`config.mk`:
```
export PLATFORM = sky130hd
export DESIGN_NAME = lru_page_cache_directory
export DESIGN_NICKNAME = d
export VERILOG_FILES = /design/src/rtl/lpcd_pkg.sv /design/src/rtl/lru_page_cache_directory.sv /design/src/rtl/lpcd_cell.sv
export SDC_FILE = /design/constraint.sdc
export NUM_CORES = 2
export LEC_CHECK = 0
export BUFFER_PORTS_ARGS = -buffer_cell sky130_fd_sc_hd__buf_2
export CELL_PAD_IN_SITES_DETAIL_PLACEMENT = 1
export CELL_PAD_IN_SITES_GLOBAL_PLACEMENT = 2
export CORE_MARGIN = 1
export CORE_UTILIZATION = 45
export DETAILED_ROUTE_END_ITERATION = 8
export PLACE_DENSITY_LB_ADDON = 0.12
export SYNTH_ARGS = -nofsm -noshare
export SYNTH_HDL_FRONTEND = slang
export SYNTH_SLANG_ARGS = --single-unit
```
`constraint.sdc`:
```
create_clock -name clk -period 8.5 [get_ports clk]
set_input_delay 0.85 -clock clk [delete_from_list [all_inputs] [get_ports clk]]
set_output_delay 0.85 -clock clk [all_outputs]
set_load 0.05 [all_outputs]
```
`src/rtl/lpcd_pkg.sv`:
```
// ----------------------------------------------------------------------------
// LRU page cache directory package
// Field widths, request kinds, state type and the per-cell control word.
// ----------------------------------------------------------------------------
package lpcd_pkg;

  localparam int KIND_W   = 2;
  localparam int PAGE_W   = 32;
  localparam int HANDLE_W = 16;
  localparam int OCC_W    = 7;

  // Request kinds; the fourth code is a no-op
  localparam logic [KIND_W-1:0] KIND_LOOKUP = 2'd0;
  localparam logic [KIND_W-1:0] KIND_INSERT = 2'd1;
  localparam logic [KIND_W-1:0] KIND_CLEAR  = 2'd2;

  typedef enum logic {
    ST_IDLE,
    ST_EXEC
  } lpcd_state_t;

  // Control word handed to every cell of the row
  typedef struct packed {
    logic load;   // latch compare result against the incoming page
    logic shift;  // take the upstream neighbor's entry
    logic drop;   // invalidate this entry
    logic clear;  // empty the entry
  } lpcd_cell_ctl_t;

endpackage

```
`src/rtl/lru_page_cache_directory.sv`:
```
// Each word is compared against every cell of the row as it is accepted; the row then
// promotes, inserts or evicts by shifting, or clears; the result word is registered as
// that update commits. A new word is taken only once the last one has committed.
// A finished result waiting on out_stall holds the next word's update until taken.
// Reset (rst_n low, synchronous) empties the directory and drops any pending
// result; entry pages and handles are not cleared.
// ----------------------------------------------------------------------------
// LRU page cache directory
// Fully associative page-to-frame directory kept as a row of cells ordered by
// recency: cell 0 is most recent, the last valid cell least recent.
// ----------------------------------------------------------------------------
module lru_page_cache_directory import lpcd_pkg::*; #(
  parameter int ENTRIES = 64
) (
  input  logic                clk,
  input  logic                rst_n,
  input  logic                in_valid,
  output logic                in_stall,
  input  logic [KIND_W-1:0]   in_kind,
  input  logic [PAGE_W-1:0]   in_page_id,
  input  logic [HANDLE_W-1:0] in_frame_handle,
  output logic                out_valid,
  input  logic                out_stall,
  output logic                out_hit,
  output logic [HANDLE_W-1:0] out_hit_handle,
  output logic                out_evicted,
  output logic [PAGE_W-1:0]   out_evicted_page,
  output logic [OCC_W-1:0]    out_occupancy
);

  localparam int CNT_W = $clog2(ENTRIES + 1);
  localparam logic [CNT_W-1:0]   FULL_CNT = CNT_W'(ENTRIES);
  localparam logic [ENTRIES-1:0] LAST_BIT = {1'b1, {(ENTRIES-1){1'b0}}};

  lpcd_state_t         state_r, state_nxt;
  logic [KIND_W-1:0]   kind_r;
  logic [PAGE_W-1:0]   page_r;
  logic [HANDLE_W-1:0] handle_r;
  logic [CNT_W-1:0]    count_r, count_nxt;

  logic                out_valid_r, out_valid_nxt;
  logic                out_hit_r, out_hit_nxt;
  logic [HANDLE_W-1:0] out_hit_handle_r, out_hit_handle_nxt;
  logic                out_evicted_r, out_evicted_nxt;
  logic [PAGE_W-1:0]   out_evicted_page_r, out_evicted_page_nxt;
  logic [OCC_W-1:0]    out_occupancy_r, out_occupancy_nxt;

  logic                accept;
  logic                commit;
  logic                evict;
  logic                any_match;
  logic [ENTRIES-1:0]  match_vec;
  logic [ENTRIES-1:0]  mvec;
  logic [ENTRIES:0]    mask_ext;
  logic [ENTRIES-1:0]  shift_vec;
  logic                drop_last;
  logic                clear_all;
  logic [HANDLE_W-1:0] sel_handle;
  logic [HANDLE_W-1:0] front_handle;
  logic [31:0]         occ_ext;

  logic                cell_valid  [ENTRIES];
  logic [PAGE_W-1:0]   cell_page   [ENTRIES];
  logic [HANDLE_W-1:0] cell_handle [ENTRIES];
  logic                up_valid    [ENTRIES];
  logic [PAGE_W-1:0]   up_page     [ENTRIES];
  logic [HANDLE_W-1:0] up_handle   [ENTRIES];
  lpcd_cell_ctl_t      cell_ctl    [ENTRIES];

  assign accept = in_valid && !in_stall;
  assign in_stall = (state_r != ST_IDLE);
  assign commit = (state_r == ST_EXEC) && (!out_valid_r || !out_stall);

  // Hold the request while the row works on it
  always_ff @(posedge clk) begin
    if (accept) begin
      kind_r   <= in_kind;
      page_r   <= in_page_id;
      handle_r <= in_frame_handle;
    end
  end

  // Mask the victim out of the match when a full insert evicts it first
  always_comb begin
    evict     = (kind_r == KIND_INSERT) && (count_r == FULL_CNT);
    mvec      = match_vec & ~(evict ? LAST_BIT : '0);
    any_match = |mvec;
    // cells 0..p for a one-hot match at p
    mask_ext  = {mvec, 1'b0} - {{ENTRIES{1'b0}}, 1'b1};
  end

  // Pick the handle of the matching cell
  always_comb begin
    sel_handle = '0;
    for (int k = 0; k < ENTRIES; k++) begin
      if (mvec[k]) begin
        sel_handle = sel_handle | cell_handle[k];
      end
    end
  end

  // Build row controls and the next count when the request commits
  always_comb begin
    shift_vec = '0;
    drop_last = 1'b0;
    clear_all = 1'b0;
    count_nxt = count_r;
    if (commit) begin
      case (kind_r)
        KIND_LOOKUP: begin
          shift_vec = any_match ? mask_ext[ENTRIES-1:0] : '0;
        end
        KIND_INSERT: begin
          shift_vec = any_match ? mask_ext[ENTRIES-1:0] : '1;
          drop_last = evict && any_match;
          if (evict) begin
            count_nxt = any_match ? count_r - CNT_W'(1) : count_r;
          end else begin
            count_nxt = any_match ? count_r : count_r + CNT_W'(1);
          end
        end
        KIND_CLEAR: begin
          clear_all = 1'b1;
          count_nxt = '0;
        end
        default: begin
          count_nxt = count_r;
        end
      endcase
    end
  end

  always_comb begin
    for (int k = 0; k < ENTRIES; k++) begin
      cell_ctl[k].load  = accept;
      cell_ctl[k].shift = shift_vec[k];
      cell_ctl[k].drop  = drop_last && (k == ENTRIES - 1);
      cell_ctl[k].clear = clear_all;
    end
  end

  // Promoted or inserted entry enters at the head of the row
  assign front_handle = (kind_r == KIND_INSERT) ? handle_r : sel_handle;

  genvar g;
  generate
    for (g = 0; g < ENTRIES; g++) begin : g_row
      if (g == 0) begin : g_head
        assign up_valid[g]  = 1'b1;
        assign up_page[g]   = page_r;
        assign up_handle[g] = front_handle;
      end else begin : g_link
        assign up_valid[g]  = cell_valid[g-1];
        assign up_page[g]   = cell_page[g-1];
        assign up_handle[g] = cell_handle[g-1];
      end
      lpcd_cell u_cell (
        .clk       (clk),
        .rst_n     (rst_n),
        .ctl       (cell_ctl[g]),
        .cmp_page  (in_page_id),
        .up_valid  (up_valid[g]),
        .up_page   (up_page[g]),
        .up_handle (up_handle[g]),
        .valid     (cell_valid[g]),
        .page      (cell_page[g]),
        .handle    (cell_handle[g]),
        .match     (match_vec[g])
      );
    end
  endgenerate

  // Sequence compare and update
  always_comb begin
    state_nxt = state_r;
    case (state_r)
      ST_IDLE: begin
        if (accept) begin
          state_nxt = ST_EXEC;
        end
      end
      ST_EXEC: begin
        if (commit) begin
          state_nxt = ST_IDLE;
        end
      end
      default: begin
        state_nxt = ST_IDLE;
      end
    endcase
  end

  // Form the result word
  always_comb begin
    occ_ext              = 32'(count_nxt);
    out_valid_nxt        = commit || (out_valid_r && out_stall);
    out_hit_nxt          = out_hit_r;
    out_hit_handle_nxt   = out_hit_handle_r;
    out_evicted_nxt      = out_evicted_r;
    out_evicted_page_nxt = out_evicted_page_r;
    out_occupancy_nxt    = out_occupancy_r;
    if (commit) begin
      out_hit_nxt          = (kind_r == KIND_LOOKUP) && any_match;
      out_hit_handle_nxt   = ((kind_r == KIND_LOOKUP) && any_match) ? sel_handle : '0;
      out_evicted_nxt      = evict;
      out_evicted_page_nxt = evict ? cell_page[ENTRIES-1] : '0;
      out_occupancy_nxt    = occ_ext[OCC_W-1:0];
    end
  end

  always_ff @(posedge clk) begin
    if (!rst_n) begin
      state_r     <= ST_IDLE;
      count_r     <= '0;
      out_valid_r <= 1'b0;
    end else begin
      state_r     <= state_nxt;
      count_r     <= count_nxt;
      out_valid_r <= out_valid_nxt;
    end
  end

  always_ff @(posedge clk) begin
    out_hit_r          <= out_hit_nxt;
    out_hit_handle_r   <= out_hit_handle_nxt;
    out_evicted_r      <= out_evicted_nxt;
    out_evicted_page_r <= out_evicted_page_nxt;
    out_occupancy_r    <= out_occupancy_nxt;
  end

  assign out_valid        = out_valid_r;
  assign out_hit          = out_hit_r;
  assign out_hit_handle   = out_hit_handle_r;
  assign out_evicted      = out_evicted_r;
  assign out_evicted_page = out_evicted_page_r;
  assign out_occupancy    = out_occupancy_r;

endmodule

```
`src/rtl/lpcd_cell.sv`:
```
// ----------------------------------------------------------------------------
// LRU directory cell
// One entry of the recency-ordered row: holds page, handle and valid, compares
// against the requested page and takes its upstream neighbor's entry on shift.
// ----------------------------------------------------------------------------
module lpcd_cell import lpcd_pkg::*; (
  input  logic                clk,
  input  logic                rst_n,
  input  lpcd_cell_ctl_t      ctl,
  input  logic [PAGE_W-1:0]   cmp_page,
  input  logic                up_valid,
  input  logic [PAGE_W-1:0]   up_page,
  input  logic [HANDLE_W-1:0] up_handle,
  output logic                valid,
  output logic [PAGE_W-1:0]   page,
  output logic [HANDLE_W-1:0] handle,
  output logic                match
);

  logic                valid_r, valid_nxt;
  logic [PAGE_W-1:0]   page_r, page_nxt;
  logic [HANDLE_W-1:0] handle_r, handle_nxt;
  logic                match_r, match_nxt;

  // Select next entry contents: clear, drop, shift from neighbor, or hold
  always_comb begin
    valid_nxt  = valid_r;
    page_nxt   = page_r;
    handle_nxt = handle_r;
    if (ctl.clear || ctl.drop) begin
      valid_nxt = 1'b0;
    end else if (ctl.shift) begin
      valid_nxt  = up_valid;
      page_nxt   = up_page;
      handle_nxt = up_handle;
    end
    match_nxt = ctl.load ? (valid_r && (page_r == cmp_page)) : match_r;
  end

  // Valid bit is control state
  always_ff @(posedge clk) begin
    if (!rst_n) begin
      valid_r <= 1'b0;
    end else begin
      valid_r <= valid_nxt;
    end
  end

  // Entry payload and compare result
  always_ff @(posedge clk) begin
    page_r   <= page_nxt;
    handle_r <= handle_nxt;
    match_r  <= match_nxt;
  end

  assign valid  = valid_r;
  assign page   = page_r;
  assign handle = handle_r;
  assign match  = match_r;

endmodule

```
=== Word level (Yosys, flattened, before mapping) ===
Index checks and enable logic that the tools add are counted.

* Word-level logic and storage cells: 632
* Bits in registers: 3316

* Reductions and logical operators: 144
* Bitwise logic cells: 69
* $add $sub $neg: 3
* Muxes and demuxes: 82
* Equality and inequality tests: 67

{| class="wikitable"
|+ Operator list
! kind !! number
|-
| $eq 32x32->1 || 64
|-
| $mux 16 || 65
|-
| $or 16x16->16 || 63
|-
| $mux 64 || 4
|-
| $pmux 64 s2 || 1
|-
| $reduce_and 2->1 || 64
|-
| $logic_and 1x1->1 || 70
|-
| $and 64x64->64 || 1
|-
| $not 64->64 || 1
|-
| $reduce_or 64->1 || 1
|-
| $sub 64x1->64 const B || 1
|-
| $mux 7 || 4
|-
| $pmux 7 s2 || 1
|-
| $add 7x1->7 const B || 1
|-
| $eq 7x7->1 const B || 1
|-
| $sub 7x1->7 const B || 1
|-
| $mux 1 || 6
|-
| $not 1->1 || 4
|-
| $reduce_or 2->1 || 2
|-
| $logic_not 1->1 || 3
|-
| $logic_or 1x1->1 || 3
|-
| $eq 2x1->1 const B || 1
|-
| $eq 2x2->1 const B || 1
|-
| $logic_not 2->1 || 1
|-
| $pmux 1 s2 || 1
|}

=== Depth between registers and ports, before layout ===
* Depth after elaboration: 133
* Depth in mapped cells: 13
* Depth with buffers taken out: 11

=== By module ===
Synthesis repeated with hierarchy kept, for this count alone.

* Cell total of the unflattened synthesis: 7502
* Area, all modules: 131287.2 sq um

{| class="wikitable"
|+ Modules (own cells, without submodules)
! module !! area each (sq um) !! cells an instance !! times used !! seq. area each (sq um)
|-
| lpcd_cell || 1873.0 || 97 || 64 || 1491.4
|-
| lru_page_cache_directory || 11412.2 || 1294 || 1 || 3393.3
|}

=== Worst setup path after synthesis ===
OpenSTA, ideal clock, no wires.

* Path kind: in2reg
* Start: input port out_stall
* End: register g_row[63].u_cell.handle_r[0] (enable)
* Stages on the path: 7
* Path slack: 0.811 ns
* Path buffers: 1
* Library setup time: 0.513 ns
* Arrival: 7.176 ns
* Data required time: 7.987 ns
* Path through: a21boi_0 -> clkbuf_1 -> o21ai_0 -> inv_1 -> o41ai_4 -> a41o_1 -> nor3_1

* Word-level cells in the longest chain between the ends: 7

{| class="wikitable"
|+ RTL lines
! element !! line !! text
|-
| start: declaration || lru_page_cache_directory.sv:23 || <nowiki>input logic out_stall,</nowiki>
|-
| $logic_not 1->1 (*) || lru_page_cache_directory.sv:72 || <nowiki>assign commit = (state_r == ST_EXEC) && (!out_valid_r || !out_stall);</nowiki>
|-
| $logic_or 1x1->1 (*) || lru_page_cache_directory.sv:72 ||
|-
| $logic_and 1x1->1 (*) || lru_page_cache_directory.sv:72 ||
|-
| via commit || lru_page_cache_directory.sv:49 || <nowiki>logic commit;</nowiki>
|-
| $mux 1 || lru_page_cache_directory.sv:108 || <nowiki>if (commit) begin</nowiki>
|-
| $logic_or 1x1->1 || lpcd_cell.sv:30 || <nowiki>if (ctl.clear || ctl.drop) begin</nowiki>
|-
| $not 1->1 (no source line) || n/a ||
|-
| $reduce_and 2->1 (no source line) (*) || n/a ||
|-
| end signal: assignment || lpcd_cell.sv:52 || <nowiki>handle_r <= handle_nxt;</nowiki>
|-
| end: declaration || lpcd_cell.sv:22 || <nowiki>logic [HANDLE_W-1:0] handle_r, handle_nxt;</nowiki>
|}

Mark *: on every way through the listed nets, which the timed path passes. The rest lies on a longest branch.
A chain may end at the register's enable or synchronous reset.

=== Worst setup path in the final report ===
* Start: register kind_r[1]
* End: register g_row[5].u_cell.page_r[17] (enable)

* Word-level cells in the longest chain between the ends: 10

{| class="wikitable"
|+ RTL lines
! element !! line !! text
|-
| start: declaration || lru_page_cache_directory.sv:36 || <nowiki>logic [KIND_W-1:0] kind_r;</nowiki>
|-
| start signal: assignment || lru_page_cache_directory.sv:77 || <nowiki>kind_r <= in_kind;</nowiki>
|-
| $eq 2x1->1 || lru_page_cache_directory.sv:85, lru_page_cache_directory.sv:109 ||
|-
| $logic_and 1x1->1 || lru_page_cache_directory.sv:85 || <nowiki>evict = (kind_r == KIND_INSERT) && (count_r == FULL_CNT);</nowiki>
|-
| $mux 64 || lru_page_cache_directory.sv:86 || <nowiki>mvec = match_vec & ~(evict ? LAST_BIT : '0);</nowiki>
|-
| $not 64->64 || lru_page_cache_directory.sv:86 ||
|-
| $and 64x64->64 || lru_page_cache_directory.sv:86 ||
|-
| $reduce_or 64->1 || lru_page_cache_directory.sv:87 || <nowiki>any_match = |mvec;</nowiki>
|-
| $mux 64 (on tied branches) || lru_page_cache_directory.sv:114, lru_page_cache_directory.sv:111 ||
|-
| $pmux 64 s2 || lru_page_cache_directory.sv:109 || <nowiki>case (kind_r)</nowiki>
|-
| $mux 64 || lru_page_cache_directory.sv:108 ||
|-
| $reduce_and 2->1 (no source line) (*) || n/a ||
|-
| end signal: assignment || lpcd_cell.sv:51 || <nowiki>page_r <= page_nxt;</nowiki>
|-
| end: declaration || lpcd_cell.sv:21 || <nowiki>logic [PAGE_W-1:0] page_r, page_nxt;</nowiki>
|}

Mark *: on every way between the ends. The rest lies on a longest branch, timed or not.

==> run summary <==
Synth top area share: 73.9%
crit-path max FO: 33
DIE WIDTH: 543 µm
Max Clk Rate: 158 MHz
num rows: 198
most frequent cells in the layout: edfxtp_1, xnor2_1, nand4_1, xor2_1, clkbuf_16
vias per cell: 6.54
Worst-path clk slew: 60 ps
Post-synth EDFFs: 3243
vias: 80400
post-cts sizing count: 0
Synthesized Nets: 7822
Cells after Synth: 7762
clock sink total: 3316
cell chain of the critical path: inv_1 > ha_1 > and4b_1 > a21oi_2 > nor2b_1 > nand3_4 > buf_4 > a21oi_4 > buf_4
Final nets: 8144
max cap viols: 0
Die ar.: 295000 µm²
final hold vios: 0
Leak: 43.9 nW
Yosys warnings: 0
Die Y: 543 µm
Max stage delay on crit path: 1140 ps
Total Wirelength: 602 mm
worst slack, placed: 2300 ps
initial antenna violation count: 100
GRT Total Usage: 40.5%
starting density of the core: 45.3%
crit share post-route: 74.6%
final RePlAce weighted congestion: 1.09
Post-synth top flop: edfxtp_1
final core utilization: 51.9%
total CTS buffers: 354
first-pass GRT wire length: 776 mm
pin count of the biggest net entering global routing: 66
CTS H-tree depth: 5
Initial DRT Pass Iterations: 6
I/O Pins: 113
Port Buf Inserts: 112
total power: 36.8 mW
Clock Skews: 44.4 ps
largest area contributor in the netlist: edfxtp_1
Post-DRT Antenna Nets: 0
setup_tns: 0 ps
grt ovf: 0
worst hold slack: 78.3 ps
Slew HR: 0.0644%
Mapped Avg Cell Area: 17.0 µm²
Final Setup Violations: 0
critical path's most frequent cell: buf_4
crit path buf inv count: 3
CP Class: reg2reg
vias in the first global route: 77641
endpoint kind of the worst setup timing path: flop
Yosys reg bits: 3316
CTS Buffer Depth: 4
WP data required: 9110 ps
cts hold-fix bufs: 0
worst-skew pair later-pin latency: 960 ps
Crit path max-delay family: simple AND/OR/NAND/NOR gates
final worst slack: 2160 ps
synth top area cells: edfxtp_1, xnor2_1, xor2_1
status: completed
DRC: 0
Placed Cells: 11628
Post-Layout Cell Count: 12301
Setup Buffers After CTS: 0
CTS tree: yes
RSZ-0062 raised after global routing: no
P&R area growth vs syn: 14.6%
detailed placer's ending HPWL: 445 mm
internal reg-to-reg setup slack: 2160 ps
commonest non-fill, non-tap cell in the layout: edfxtp_1
post-route cell area: 151000 µm²
worst slew pin tran: 1500 ps
share of cells above drive strength 1: 12.2%
HP Class: in2reg
Pwr Density: 244 nW/µm²
final-layout fill cell count: 26591
post-synth cell types: 74
Final min period: 6340 ps
Startpoint Class: flop
post-placement cell area: 139000 µm²
FFs w/ async S/R, synth: 0%
Mapped Area: 132000 µm²
sequential share of the synthesized area: 75.0%
Final Slew Violations: 0
worst vdd ir: 0.000264 V
DRC marker count from the first detailed-route iteration: 13442
Slowest-stage cell, CP: and4b_1
Root Driver: clkbuf_16
CP Data Arrival Time: 6950 ps
WL/cell: 48.9 µm
Core Region: 291000 µm²
## layer usage
metal	up-vias	GRT usage (%)	part of all wire, %
met3	1120	12.4	12
li1	30604	-	-
met5	-	0	0.055
met4	52	19.2	5.5
met2	5664	59.6	43
met1	42960	54.7	39
## synth_stat cells (5+ instances only)
cell and n:
a21oi_1 124, a221oi_1 243, a222oi_1 18, a22o_1 240
a31oi_1 13, and2_1 14, and3_1 31, buf_1 113
buf_2 15, clkbuf_1 269, dfxtp_1 73, edfxtp_1 3243
ha_1 6, inv_1 34, mux2i_1 30, nand2_1 73
nand3_1 86, nand3b_1 5, nand4_1 495, nor2_1 122
nor3_1 26, nor4_1 227, o21ai_0 38, o21ai_1 10
o22ai_1 7, o31ai_1 9, or3_1 12, or4_1 28
or4_4 5, xnor2_1 1669, xor2_1 407
## flip-flops by register name, indices dropped and copies added, names as in the netlist
name	flops
handle_r	16
kind_r	2
g_row.u_cell.valid	64
out_evicted	1
out_hit_handle	16
in_stall	1
out_hit	1
out_valid	1
count_r	7
out_occupancy	7
page_r	32
g_row.u_cell.page	2048
g_row.u_cell.handle	1024
out_evicted_page	32
g_row.u_cell.match	64
## report_power, final
group          switching (mW)  internal (mW)
combinational            1.54          0.576
clock                    6.90           9.52
sequential              0.229           18.0
## area by class of cell
cell class	instances	area, µm²	area share, %
Sequential cell	3316	98800	65.5
Multi-Input combinational cell	4007	32000	21.2
Clock buffer	441	9390	6.22
Tap cell	3900	4880	3.23
Timing Repair Buffer	371	2980	1.98
Clock inverter	212	2740	1.82
Inverter	34	128	0.0845
Antenna cell	20	50.0	0.0331
## path summary, 6_finish.rpt
| kind | startpoint | endpoint | cells past startpoint |
|---|---|---|---|
| worst min register to register | page_r[17] | g_row[0].u_cell.page[17] | 0 |
| worst max register to register | kind_r[1] | g_row[5].u_cell.page[17] | 9 |
| worst min-delay path | in_frame_handle[6] | handle_r[6] | 1 |
| worst max-delay path | kind_r[1] | g_row[5].u_cell.page[17] | 9 |
## cell families after synthesis
family          after synthesis  synth area share (%)
flops                      3316                  75.0
simple gates               1162                  5.20
xor+xnor                   2076                  13.8
mux                          31                 0.237
fa+ha+maj                     6                0.0570
compound gates              732                  4.37
buf+inv                     439                  1.30
(Power assumes the default switching activity.)
